$ cat src/hw/rtl/smt_pkg.sv
`timescale 1ns / 1ps
// Shared types, widths and codes for the stepper motion tracker.
package smt_pkg;

    localparam int FRAC_BITS = 16;
    localparam int POS_W     = 48;
    localparam int RATE_W    = 32;
    localparam int TIME_W    = 64;
    localparam int ID_W      = 16;
    localparam int STEPS_W   = 32;
    localparam int SPR_W     = 16;
    localparam int MSC_W     = 8;

    localparam int SPLIT_W  = 32;
    localparam int PROD_W   = RATE_W + SPLIT_W;
    localparam int LO_SHIFT = SPLIT_W - FRAC_BITS;
    localparam int LO_W     = PROD_W - LO_SHIFT;
    localparam int SUM_W    = ((POS_W > LO_W) ? POS_W : LO_W) + 1;

    localparam int DATA_W    = 32;
    localparam int ADDR_W    = 4;
    localparam int REG_IDX_W = 2;

    localparam logic [RATE_W-1:0] STEP_RATE_RST = RATE_W'(3221225);
    localparam logic [SPR_W-1:0]  SPR_RST       = SPR_W'(200);
    localparam logic [MSC_W-1:0]  MSC_RST       = MSC_W'(16);

    localparam int QUEUE_DEPTH = 2;
    localparam int QPTR_W      = (QUEUE_DEPTH > 1) ? $clog2(QUEUE_DEPTH) : 1;
    localparam int QCNT_W      = $clog2(QUEUE_DEPTH + 1);

    typedef enum logic [1:0] {
        REQ_ENABLE = 2'd0,
        REQ_MOVE   = 2'd1,
        REQ_TICK   = 2'd2,
        REQ_NONE   = 2'd3
    } t_req;

    typedef enum logic [1:0] {
        ST_OK       = 2'd0,
        ST_BUSY     = 2'd1,
        ST_DISABLED = 2'd2
    } t_status;

    typedef enum logic [REG_IDX_W-1:0] {
        REG_STEP_RATE     = 2'd0,
        REG_STEPS_PER_ROT = 2'd1,
        REG_MICROSTEP_CNT = 2'd2
    } t_reg;

    typedef struct packed {
        t_req              kind;
        logic [ID_W-1:0]   id;
        logic              en;
        logic              dir;
        logic [POS_W-1:0]  load;
        logic [TIME_W-1:0] delta;
    } t_s1;

    typedef struct packed {
        t_req              kind;
        logic [ID_W-1:0]   id;
        logic              en;
        logic              dir;
        logic [POS_W-1:0]  load;
        logic [PROD_W-1:0] p_lo;
        logic [PROD_W-1:0] p_hi;
    } t_s2;

    typedef struct packed {
        t_req             kind;
        logic [ID_W-1:0]  id;
        logic             en;
        logic             dir;
        logic [POS_W-1:0] amount;
    } t_item;

    typedef struct packed {
        t_status          status;
        logic             cmd_done;
        logic [ID_W-1:0]  done_id;
        logic             move_done;
        logic [POS_W-1:0] position;
        logic             is_enabled;
    } t_result;

endpackage

$ cat src/hw/rtl/smt_fifo.sv
`timescale 1ns / 1ps
// Short queue between the front end and the back end.
module smt_fifo (
    input  logic           i_clk,
    input  logic           i_rst_n,
    input  logic           i_push_valid,
    input  smt_pkg::t_item i_push_item,
    output logic           o_push_ready,
    output logic           o_pop_valid,
    output smt_pkg::t_item o_pop_item,
    input  logic           i_pop_ready
);

    smt_pkg::t_item               r_mem [smt_pkg::QUEUE_DEPTH];
    logic [smt_pkg::QPTR_W-1:0]   r_wr_ptr;
    logic [smt_pkg::QPTR_W-1:0]   r_rd_ptr;
    logic [smt_pkg::QCNT_W-1:0]   r_count;
    logic [smt_pkg::QCNT_W-1:0]   n_count;
    logic                         push;
    logic                         pop;

    function automatic logic [smt_pkg::QPTR_W-1:0] ptr_next(
        input logic [smt_pkg::QPTR_W-1:0] ptr
    );
        if (ptr == smt_pkg::QPTR_W'(smt_pkg::QUEUE_DEPTH - 1)) begin
            return '0;
        end
        return ptr + smt_pkg::QPTR_W'(1);
    endfunction

    assign o_push_ready = (r_count != smt_pkg::QCNT_W'(smt_pkg::QUEUE_DEPTH));
    assign o_pop_valid  = (r_count != '0);
    assign o_pop_item   = r_mem[r_rd_ptr];
    assign push         = i_push_valid && o_push_ready;
    assign pop          = o_pop_valid && i_pop_ready;

    always_comb begin
        case ({push, pop})
            2'b10:   n_count = r_count + smt_pkg::QCNT_W'(1);
            2'b01:   n_count = r_count - smt_pkg::QCNT_W'(1);
            default: n_count = r_count;
        endcase
    end

    always_ff @(posedge i_clk) begin
        if (!i_rst_n) begin
            r_wr_ptr <= '0;
            r_rd_ptr <= '0;
            r_count  <= '0;
        end else begin
            r_count <= n_count;
            if (push) begin
                r_wr_ptr <= ptr_next(r_wr_ptr);
            end
            if (pop) begin
                r_rd_ptr <= ptr_next(r_rd_ptr);
            end
        end
    end

    always_ff @(posedge i_clk) begin
        if (push) begin
            r_mem[r_wr_ptr] <= i_push_item;
        end
    end

`ifndef SYNTH
    a_count_bound: assert property (@(posedge i_clk) disable iff (!i_rst_n)
        r_count <= smt_pkg::QCNT_W'(smt_pkg::QUEUE_DEPTH))
        else $error("Queue count exceeds its depth.");
`endif

endmodule

$ cat config.mk
export PLATFORM = sky130hd
export DESIGN_NAME = smt_fifo
export DESIGN_NICKNAME = d
export VERILOG_FILES = /design/src/hw/rtl/smt_pkg.sv /design/src/hw/rtl/smt_fifo.sv
export SDC_FILE = /design/constraint.sdc
export NUM_CORES = 1
export LEC_CHECK = 0
export BUFFER_PORTS_ARGS = -buffer_cell sky130_fd_sc_hd__buf_4
export CAP_MARGIN = 10
export CORE_UTILIZATION = 30
export CTS_CLUSTER_SIZE = 20
export DETAILED_ROUTE_END_ITERATION = 16
export PLACE_DENSITY = 0.61
export SLEW_MARGIN = 10
export SYNTH_ARGS = -nofsm -noshare
export SYNTH_HDL_FRONTEND = slang
export SYNTH_SLANG_ARGS = --single-unit
$ cat constraint.sdc
create_clock -name i_clk -period 2.6 [get_ports i_clk]
set_clock_uncertainty 0.1 [all_clocks]
set_input_delay 0.39 -clock i_clk [delete_from_list [all_inputs] [get_ports i_clk]]
set_output_delay 0.39 -clock i_clk [all_outputs]
set_load 0.05 [all_outputs]
==> impl_metrics.yaml <==
synth:
  syn_area_sq_um: 5140
  synth_nets: 309
  syn_avg_cell_area_sq_um: 21.8
  ys_seq_area_share_pct: 81.3
  ys_ff_latch: 141
  syn_inst: 236
  synth_warnings: 0
  yosysUniqueCellTypes: 21
final_layout:
  seqCellArea_sq_um: 4190
  nFillCells: 1502
  nNetsFinal: 467
  syn2layout_area_growth_pct: 38.1
  drive_gt1_share_pct: 61.2
  n_antenna_cell: 0
  post-route-util_pct: 42.7
  multi_input_area_sq_um: 902
  instances_no_fill: 627
run:
  drv_cap: 0
routing:
  via_count: 2663
  dr.pass1.iters: 4
  routed_wl_mm: 9.70
  drc_errors: 0
  post_drt_wl_per_cell_um: 15.5
  drt_iter0_drc: 120
  avgViaCountPerCell: 4.25
  ant_nets: 0
grt:
  gr-total-overflow: 0
  track_usage_pct: 11.6
  grt_antenna_before_repair: 0
  grt_max_degree: 37
  grt_pass1_vias: 2852
  grt_first_pass_wirelength_mm: 14.9
pwr:
  power.switching_mw: 2.99
  powerDensity_nw_per_um2: 1200
  pwr-share-comb_pct: 36.0
  p_int_mw: 5.51
  p_clk_share_pct: 28.7
  finalPower_mw: 8.50
  swShare_pct: 35.2
  seqPwrFrac_pct: 35.3
  vdd_drop_max_mv: 0.651
  p_leak_nw: 2.61
setup_path:
  critPathSlowestCell: "dfxtp_4"
  worstPathRequired_ns: 2.11
  cpMostUsedCell: "buf_4"
  cp-start-kind: "flip-flop"
  crit_path_end_kind: "primary output"
  worstSetupPathType: "reg -> out"
  critPathMaxFanout: 20
  slowest_delay_ns: 0.53
  cp_data_arrival_time_ns: 1.80
  worstPathCellList: "buf_4 -> mux2_2 -> buf_4"
floorplanning:
  core_area_sq_um: 16600
  initial_core_util_pct: 30.9
  num_rows: 47
  dieHeight_um: 133
  dieArea_sq_um: 17700
  pin_count: 142
  fp.dieW_um: 133
placement:
  hpwl_mm: 6.31
  portBuffers: 141
  dp_cells: 595
  globalplace.congestion: 0.715
sta:
  slew-limit-headroom_pct: 67.3
  post-route-period-util_pct: 88.1
  whs_ns: 0.0646
  finalSetupViolCount: 0
  hold_violations: 0
  fmax_ghz: 0.437
  finalSetupTns_ns: 0
  slew_violations: 0
  worstMarginPinSlew_ns: 0.491
  rsz0062_at_grt: "false"
  post-route-min-period_ns: 2.29
cts:
  clockRootBuffer: "clkbuf_16"
  cts_setup_buffers: 0
  cts_resized: 0
  htreeDepth: 4
  hold_buffers: 0
  tritoncts: "done"
  cts_buffers: 17
  clk_pin_slew_ns: 0.06
  clock-sinks: 141
  clockBufferDepth: 2
  insertion_delay_ns: 0.41
outcome:
  outcome: "completed"
hold_path:
  hold_path_class: "in -> reg"
## critical path, delay by kind of cell (launching register included)
| kind | cells | cell delay (ns) |
|---|---|---|
| buffers and inverters | 2 | 0.49 |
| multiplexers | 1 | 0.37 |
| flip-flops | 1 | 0.53 |
## per-stage QoR
step | area [sq um] | worst slack (ns)
3_5_place_dp | 6500 | 0.708
3_3_place_gp | 6500 | 0.722
5_1_grt | 7110 | 0.201
6_report | 7110 | 0.310
2_1_floorplan | 5150 | 0.0373
4_1_cts | 7110 | 0.256
## placed cells by master, fill, tap and decap left out, types with 2 or more instances in the layout
cell        synthesis  final
bufinv_16           0      4
clkinvlp_4          0      4
buf_4               0    145
mux2_2             68     68
buf_12              0      2
edfxtp_1          136    136
clkinv_1            0      2
clkinv_2            0      5
clkbuf_16           0     17
nor2b_1             2      2
dfxtp_1             5      4
xnor2_1             3      3
## cells by family (layout without fill, tap and decap cells)
group                    after synthesis  count (layout)  share of synthesized area [%]
multiplexers                          68              68                           14.9
AO/OA/AOI/OAI                          5               5                          0.730
XOR/XNOR                               3               3                          0.511
buffers and inverters                  9             180                           1.22
AND/OR/NAND/NOR                        9               9                           1.07
flip-flops                           141             141                           81.3
adder cells (fa/ha/maj)                1               1                          0.243
## layer usage
layer | vias to the layer above | share of wire [%] | GRT usage, %
li1 | 1248 | - | -
met1 | 1296 | 43 | 13.9
met2 | 108 | 49 | 18.2
met3 | 11 | 7.1 | 4.75
met4 | 0 | 1.5 | 5.56
met5 | - | 0 | 0
## cells in the mapped netlist
| library cell | instances | area, sq um |
|---|---|---|
| dfxtp_1 | 5 | 100 |
| nor2b_1 | 2 | 12.5 |
| or2_2 | 1 | 6.26 |
| a21bo_2 | 1 | 10.0 |
| nand2_1 | 1 | 3.75 |
| edfxtp_1 | 136 | 4080 |
| mux2_2 | 68 | 766 |
| a21boi_0 | 1 | 7.51 |
| buf_2 | 5 | 25.0 |
| inv_1 | 1 | 3.75 |
| a21boi_1 | 1 | 7.51 |
| xnor2_1 | 3 | 26.3 |
| and3_1 | 1 | 6.26 |
| buf_6 | 3 | 33.8 |
| nand2b_1 | 1 | 6.26 |
| nand3b_1 | 1 | 7.51 |
| o21a_1 | 1 | 7.51 |
| and2_1 | 1 | 6.26 |
| o21ai_0 | 1 | 5.00 |
| or3_1 | 1 | 6.26 |
| ha_1 | 1 | 12.5 |
## cell type report
cell class	count	share of cell area (%)
Inverter	1	0.106
Sequential cell	141	58.9
Clock buffer	18	6.04
Multi-Input combinational cell	86	12.7
Timing Repair Buffer	147	15.9
Clock inverter	14	2.47
Tap cell	220	3.87
## final timing paths
kind,endpoint,cells past startpoint,from,slack [ns]
setup / recovery,o_pop_item[39],3,flip-flop,0.31
hold / removal,r_mem[1][7],1,i_push_item[7],0.06
setup reg to reg,r_mem[1][15],3,r_count[0],0.72
hold reg to reg,r_count[1],2,r_count[1],0.42
## state kept, by name, summed over array words and instances, names as in the netlist, named ones only
signal	cells
r_count	2
r_mem	136
r_wr_ptr	1
r_rd_ptr	1
## power by group through the flow
stage          Clock (mW)  Combinational, mW  Sequential [mW]
2_1_floorplan           0               2.27             2.98
6_report             2.44               3.06             3.00
3_5_place_dp            0               3.09             3.05
4_1_cts              2.51               3.10             3.01
3_3_place_gp            0               3.07             3.04
5_1_grt              2.61               3.21             3.04
Note: power is estimated with default switching activity, not from simulation.
