--- src/hw/rtl/smt_pkg.sv ---
`timescale 1ns / 1ps
// Shared types, widths and codes for the stepper motion tracker.
package smt_pkg;

    localparam int FRAC_BITS = 16;
    localparam int POS_W     = 48;
    localparam int RATE_W    = 32;
    localparam int TIME_W    = 64;
    localparam int ID_W      = 16;
    localparam int STEPS_W   = 32;
    localparam int SPR_W     = 16;
    localparam int MSC_W     = 8;

    localparam int SPLIT_W  = 32;
    localparam int PROD_W   = RATE_W + SPLIT_W;
    localparam int LO_SHIFT = SPLIT_W - FRAC_BITS;
    localparam int LO_W     = PROD_W - LO_SHIFT;
    localparam int SUM_W    = ((POS_W > LO_W) ? POS_W : LO_W) + 1;

    localparam int DATA_W    = 32;
    localparam int ADDR_W    = 4;
    localparam int REG_IDX_W = 2;

    localparam logic [RATE_W-1:0] STEP_RATE_RST = RATE_W'(3221225);
    localparam logic [SPR_W-1:0]  SPR_RST       = SPR_W'(200);
    localparam logic [MSC_W-1:0]  MSC_RST       = MSC_W'(16);

    localparam int QUEUE_DEPTH = 2;
    localparam int QPTR_W      = (QUEUE_DEPTH > 1) ? $clog2(QUEUE_DEPTH) : 1;
    localparam int QCNT_W      = $clog2(QUEUE_DEPTH + 1);

    typedef enum logic [1:0] {
        REQ_ENABLE = 2'd0,
        REQ_MOVE   = 2'd1,
        REQ_TICK   = 2'd2,
        REQ_NONE   = 2'd3
    } t_req;

    typedef enum logic [1:0] {
        ST_OK       = 2'd0,
        ST_BUSY     = 2'd1,
        ST_DISABLED = 2'd2
    } t_status;

    typedef enum logic [REG_IDX_W-1:0] {
        REG_STEP_RATE     = 2'd0,
        REG_STEPS_PER_ROT = 2'd1,
        REG_MICROSTEP_CNT = 2'd2
    } t_reg;

    typedef struct packed {
        t_req              kind;
        logic [ID_W-1:0]   id;
        logic              en;
        logic              dir;
        logic [POS_W-1:0]  load;
        logic [TIME_W-1:0] delta;
    } t_s1;

    typedef struct packed {
        t_req              kind;
        logic [ID_W-1:0]   id;
        logic              en;
        logic              dir;
        logic [POS_W-1:0]  load;
        logic [PROD_W-1:0] p_lo;
        logic [PROD_W-1:0] p_hi;
    } t_s2;

    typedef struct packed {
        t_req             kind;
        logic [ID_W-1:0]  id;
        logic             en;
        logic             dir;
        logic [POS_W-1:0] amount;
    } t_item;

    typedef struct packed {
        t_status          status;
        logic             cmd_done;
        logic [ID_W-1:0]  done_id;
        logic             move_done;
        logic [POS_W-1:0] position;
        logic             is_enabled;
    } t_result;

endpackage

--- src/hw/rtl/smt_back.sv ---
`timescale 1ns / 1ps
// Back end: holds the motion state, executes transactions and registers results.
module smt_back (
    input  logic             i_clk,
    input  logic             i_rst_n,
    input  logic             i_item_valid,
    input  smt_pkg::t_item   i_item,
    output logic             o_item_ready,
    output logic             o_out_valid,
    output smt_pkg::t_result o_out,
    input  logic             i_out_stall
);

    logic                       r_enabled;
    logic                       r_busy;
    logic [smt_pkg::ID_W-1:0]   r_pending_id;
    logic                       r_backward;
    logic [smt_pkg::POS_W-1:0]  r_remaining;
    logic [smt_pkg::POS_W-1:0]  r_position;
    logic                       r_out_valid;
    smt_pkg::t_result           r_out;
    logic                       n_enabled;
    logic                       n_busy;
    logic [smt_pkg::ID_W-1:0]   n_pending_id;
    logic                       n_backward;
    logic [smt_pkg::POS_W-1:0]  n_remaining;
    logic [smt_pkg::POS_W-1:0]  n_position;
    smt_pkg::t_result           n_out;
    logic [smt_pkg::POS_W-1:0]  adv;
    logic                       take;

    assign o_item_ready = !r_out_valid || !i_out_stall;
    assign take         = i_item_valid && o_item_ready;
    assign o_out_valid  = r_out_valid;
    assign o_out        = r_out;

    always_comb begin
        n_enabled    = r_enabled;
        n_busy       = r_busy;
        n_pending_id = r_pending_id;
        n_backward   = r_backward;
        n_remaining  = r_remaining;
        n_position   = r_position;
        n_out.status    = smt_pkg::ST_OK;
        n_out.cmd_done  = 1'b0;
        n_out.done_id   = '0;
        n_out.move_done = 1'b0;
        adv = (i_item.amount < r_remaining) ? i_item.amount : r_remaining;
        case (i_item.kind)
            smt_pkg::REQ_ENABLE: begin
                if (r_busy) begin
                    n_out.status = smt_pkg::ST_BUSY;
                end else begin
                    n_enabled      = i_item.en;
                    n_out.cmd_done = 1'b1;
                    n_out.done_id  = i_item.id;
                end
            end
            smt_pkg::REQ_MOVE: begin
                if (r_busy) begin
                    n_out.status = smt_pkg::ST_BUSY;
                end else if (!r_enabled) begin
                    n_out.status = smt_pkg::ST_DISABLED;
                end else begin
                    n_backward   = i_item.dir;
                    n_remaining  = i_item.amount;
                    n_busy       = 1'b1;
                    n_pending_id = i_item.id;
                end
            end
            smt_pkg::REQ_TICK: begin
                if (r_remaining != '0) begin
                    n_position  = r_backward ? (r_position - adv) : (r_position + adv);
                    n_remaining = r_remaining - adv;
                end else if (r_busy) begin
                    n_out.cmd_done  = 1'b1;
                    n_out.done_id   = r_pending_id;
                    n_out.move_done = 1'b1;
                    n_busy          = 1'b0;
                end
            end
            default: begin
            end
        endcase
        n_out.position   = n_position;
        n_out.is_enabled = n_enabled;
    end

    always_ff @(posedge i_clk) begin
        if (!i_rst_n) begin
            r_enabled    <= 1'b0;
            r_busy       <= 1'b0;
            r_pending_id <= '0;
            r_backward   <= 1'b0;
            r_remaining  <= '0;
            r_position   <= '0;
            r_out_valid  <= 1'b0;
        end else begin
            if (take) begin
                r_enabled    <= n_enabled;
                r_busy       <= n_busy;
                r_pending_id <= n_pending_id;
                r_backward   <= n_backward;
                r_remaining  <= n_remaining;
                r_position   <= n_position;
                r_out_valid  <= 1'b1;
            end else if (!i_out_stall) begin
                r_out_valid <= 1'b0;
            end
        end
    end

    always_ff @(posedge i_clk) begin
        if (take) begin
            r_out <= n_out;
        end
    end

`ifndef SYNTH
    a_idle_no_distance: assert property (@(posedge i_clk) disable iff (!i_rst_n)
        !r_busy |-> (r_remaining == '0))
        else $error("Distance remains while no move is pending.");

    a_refused_holds: assert property (@(posedge i_clk) disable iff (!i_rst_n)
        (take && r_busy && ((i_item.kind == smt_pkg::REQ_ENABLE)
                            || (i_item.kind == smt_pkg::REQ_MOVE)))
        |=> (r_busy && $stable(r_remaining) && $stable(r_enabled)
             && $stable(r_position)))
        else $error("A refused command changed the motion state.");

    a_complete_clears: assert property (@(posedge i_clk) disable iff (!i_rst_n)
        (take && r_busy && (i_item.kind == smt_pkg::REQ_TICK) && (r_remaining == '0))
        |=> (!r_busy && r_out_valid && r_out.move_done && r_out.cmd_done))
        else $error("Move completion did not clear the pending command.");
`endif

endmodule

--- config.mk ---
export PLATFORM = sky130hd
export DESIGN_NAME = smt_back
export DESIGN_NICKNAME = d
export VERILOG_FILES = /design/src/hw/rtl/smt_pkg.sv /design/src/hw/rtl/smt_back.sv
export SDC_FILE = /design/constraint.sdc
export NUM_CORES = 1
export LEC_CHECK = 0
export ABC_AREA = 1
export ABC_CLOCK_PERIOD_IN_PS = 13300
export BUFFER_PORTS_ARGS = -buffer_cell sky130_fd_sc_hd__buf_2
export CORE_MARGIN = 2
export CORE_UTILIZATION = 48
export DETAILED_ROUTE_END_ITERATION = 8
export MAX_ROUTING_LAYER = met4
export PLACE_DENSITY_LB_ADDON = 0.25
export SYNTH_ARGS = -nofsm -noshare
export SYNTH_HDL_FRONTEND = slang
export SYNTH_SLANG_ARGS = --single-unit
--- constraint.sdc ---
create_clock -name i_clk -period 13.3 [get_ports i_clk]
set_input_delay 1.995 -clock i_clk [delete_from_list [all_inputs] [get_ports i_clk]]
set_output_delay 1.995 -clock i_clk [all_outputs]
set_load 0.01 [all_outputs]
==> results.toml <==
[cts]
clock_path_buffers = 2
cts_sinks = 185
clk_pin_slew_ps = 80
htreeDepth = 4
cts_tree = "yes"
cts_hold_buf = 0
clock_latency_ps = 480
postCtsSetupRepairBufs = 0
cts-root-buf = "clkbuf_16"
cts_made_buffers = 17
postCtsResizedCells = 0

[logic_synthesis]
yosysMostFrequentCell = "nand2_1"
synth-edff-count = 69
syn_avg_cell_area_um2 = 6.753
synth.distinct_cells = 56
ys_async_sr_fraction_pct = 0
yosysSeqAreaShare_pct = 27.11
synth_top_area_share_pct = 14.33
synth_area_leaders = "dfxtp_1 (14%), edfxtp_1 (13%), ha_1 (11%), nand2_1 (10%), a21oi_1 (9.1%)"
ys_ff_latch = 185
syn_area_mm2 = 0.01621
netlist_instances = 2400
yosysTopAreaCell = "dfxtp_1"
synth_common_cells = "nand2_1 (432), inv_1 (334), a21oi_1 (296), nor2_1 (229), o21ai_0 (227)"
syn-num-nets = 2617
synth_top_flop_cell = "dfxtp_1"
yosysWarnings = 0

[setup_path]
max_stage_delay_ps = 600
worst-setup-path-type = "primary input to register"
reg2regPathDepth = 33
r2r_slack_ps = 5980
reg2reg_to = "o_out[47]"
cp-end-kind = "register"
cp-start-kind = "primary input"
arrival_ps = 8540
crit_fanout = 57
cp.required_ps = 13510
r2r-start = "r_remaining[31]"
crit_top_cell = "nand2_1"
crit_slowest_cell = "nand2_4"

[sta]
tightest_slew_ps = 1189
period_minus_slack_ps = 8324
worst_hold_slack_ps = 482.7
slew_viol_final = 0
fin_tns_setup_ps = 0
fmax_ghz = 0.1201
finalHoldViolations = 0
rsz0062_at_grt = "no"
fin_crit_sh_pct = 62.59
skew_ps = 20.92
relSlewSlack_pct = 20.43
setup_viol = 0

[status]
outcome = "finished, final reports clean"

[cells_and_area]
area_delta_synth_final_pct = 10.15
antennaDiodeCount = 0
seqCellArea_mm2 = 0.004394
fin_nets = 2714
drive_above_1_share_pct = 11.04
multi_input_area_mm2 = 0.01018
nFillCells = 3412

[pwr]
power.density_mw_per_mm2 = 121.5
p_leak_uw = 0.008619
peakVddDrop_mv = 0.1040

[floorplanning]
ios = 143
initial_core_util_pct = 48.57
rows = 67
die_w_um = 187.8
die_y_um = 187.8
dieArea_mm2 = 0.03525
design.core.area_mm2 = 0.03336

[run]
maxCapViolCount = 0

[global_route]
grt.overflow.total = 0
grt_pass1_wl_mm = 80.65
grt_max_degree = 96
grt_pass1_vias = 15304
antenna_found_initial = 0
track_usage_pct = 29.63

[drt]
drt_iter0_drc = 1301
drtPass1Iterations = 5
antenna_left = 0
vias = 16536
vias_per_cell = 5.590
routed_wl_mm = 51.30
drcViolationCount = 0
wl_per_cell_um = 17.34

[worst_hold_path]
hold_class = "register to register"
worstHoldEndpoint = "r_busy"
hold_depth = 2
holdCritStartpoint = "r_busy"

[placed_design]
io_buffers = 142
routabilityCongestion = 0.9964
dp_hpwl_mm = 40.08
## worst max-delay path by stage
stage          startpoint        end  slack, ps  cells past startpoint
3_5_place_dp   i_item[31]  o_out[47]       4500                     33
6_report       i_item[31]  o_out[47]       4980                     33
4_1_cts        i_item[31]  o_out[47]       4970                     33
5_1_grt        i_item[31]  o_out[47]       4440                     33
3_3_place_gp   i_item[31]  o_out[47]       4540                     35
2_1_floorplan  i_item[47]  o_out[47]       6890                     34
## sequential cells by signal (all words and copies together) (netlist names)
register and flops:
r_position 48, r_enabled 1, o_out_valid 1, o_out 69
r_pending_id 16, r_busy 1, r_remaining 48, r_backward 1
## layout by cell type (no fill, tap or decap), types with 6 or more instances in the layout
master	n
o21ai_1	15
a21oi_1	296
inv_1	332
buf_4	10
inv_2	9
edfxtp_1	69
ha_1	143
o31ai_1	9
nor2_2	8
nor4_1	13
a31oi_1	29
nand2_1	431
xor2_1	59
a211oi_1	7
a221oi_1	11
o21ai_0	227
or2_2	25
o21ai_2	6
xnor2_1	38
buf_2	142
dfxtp_1	116
o21a_1	15
o211ai_1	13
nand4_1	23
nand3_1	101
nor2_1	227
clkbuf_16	17
nand3b_1	18
nand2_2	28
nor3_1	14
## metal layers
layer / GRT usage [%] / vias to the layer above / part of all wire [%]
li1: - / 8245 / -
met1: 38.94 / 7687 / 45
met2: 48.32 / 529 / 47
met3: 3.575 / 75 / 5.9
met4: 7.904 / 0 / 2.2
met5: - / - / 0
## kinds of logic (layout without fill, tap and decap cells)
group / Yosys count / count (layout) / share of synthesized area (%)
AOI/OAI and AO/OA: 653 / 653 / 22.02
and+or+nand+nor: 903 / 903 / 24.16
DFF: 185 / 185 / 27.11
adders and majority gates: 145 / 145 / 11.29
buffers and inverters: 417 / 527 / 10.18
xor gates and xnor gates: 97 / 97 / 5.242
## critical path, delay by kind of cell
kind	cells	cell delay, ps
AO/OA/AOI/OAI	5	1400
buffers and inverters	4	630
XOR/XNOR	1	110
AND/OR/NAND/NOR	20	3480
adder cells (fa/ha/maj)	3	880
## area by class of cell
class,instances,share of cell area [%]
clock buffer,17,2.383
clock inverter,15,1.234
inverter,343,7.226
multi-input combinational,1798,57.00
sequential,185,24.61
tap,448,3.140
timing repair buffer,152,4.401
## metrics by stage
step / cells / setup slack [ps] / total power (uW) / utilization, % / area (um^2)
final: 2958 / 4976 / 2170 / 53.51 / 17850
after global routing: 2958 / 4438 / 2309 / 53.51 / 17850
after CTS: 2958 / 4973 / 2162 / 53.51 / 17850
after detailed placement: 2926 / 4502 / 1591 / 51.57 / 17210
after global placement: 2926 / 4541 / 1585 / 51.57 / 17210
after floorplan: 2400 / 6892 / 1340 / - / 16210
## power breakdown
group / internal, uW / switching [uW]
combinational: 304 / 627
sequential: 639 / 26.8
clock: 292 / 280
(Power assumes the default switching activity.)
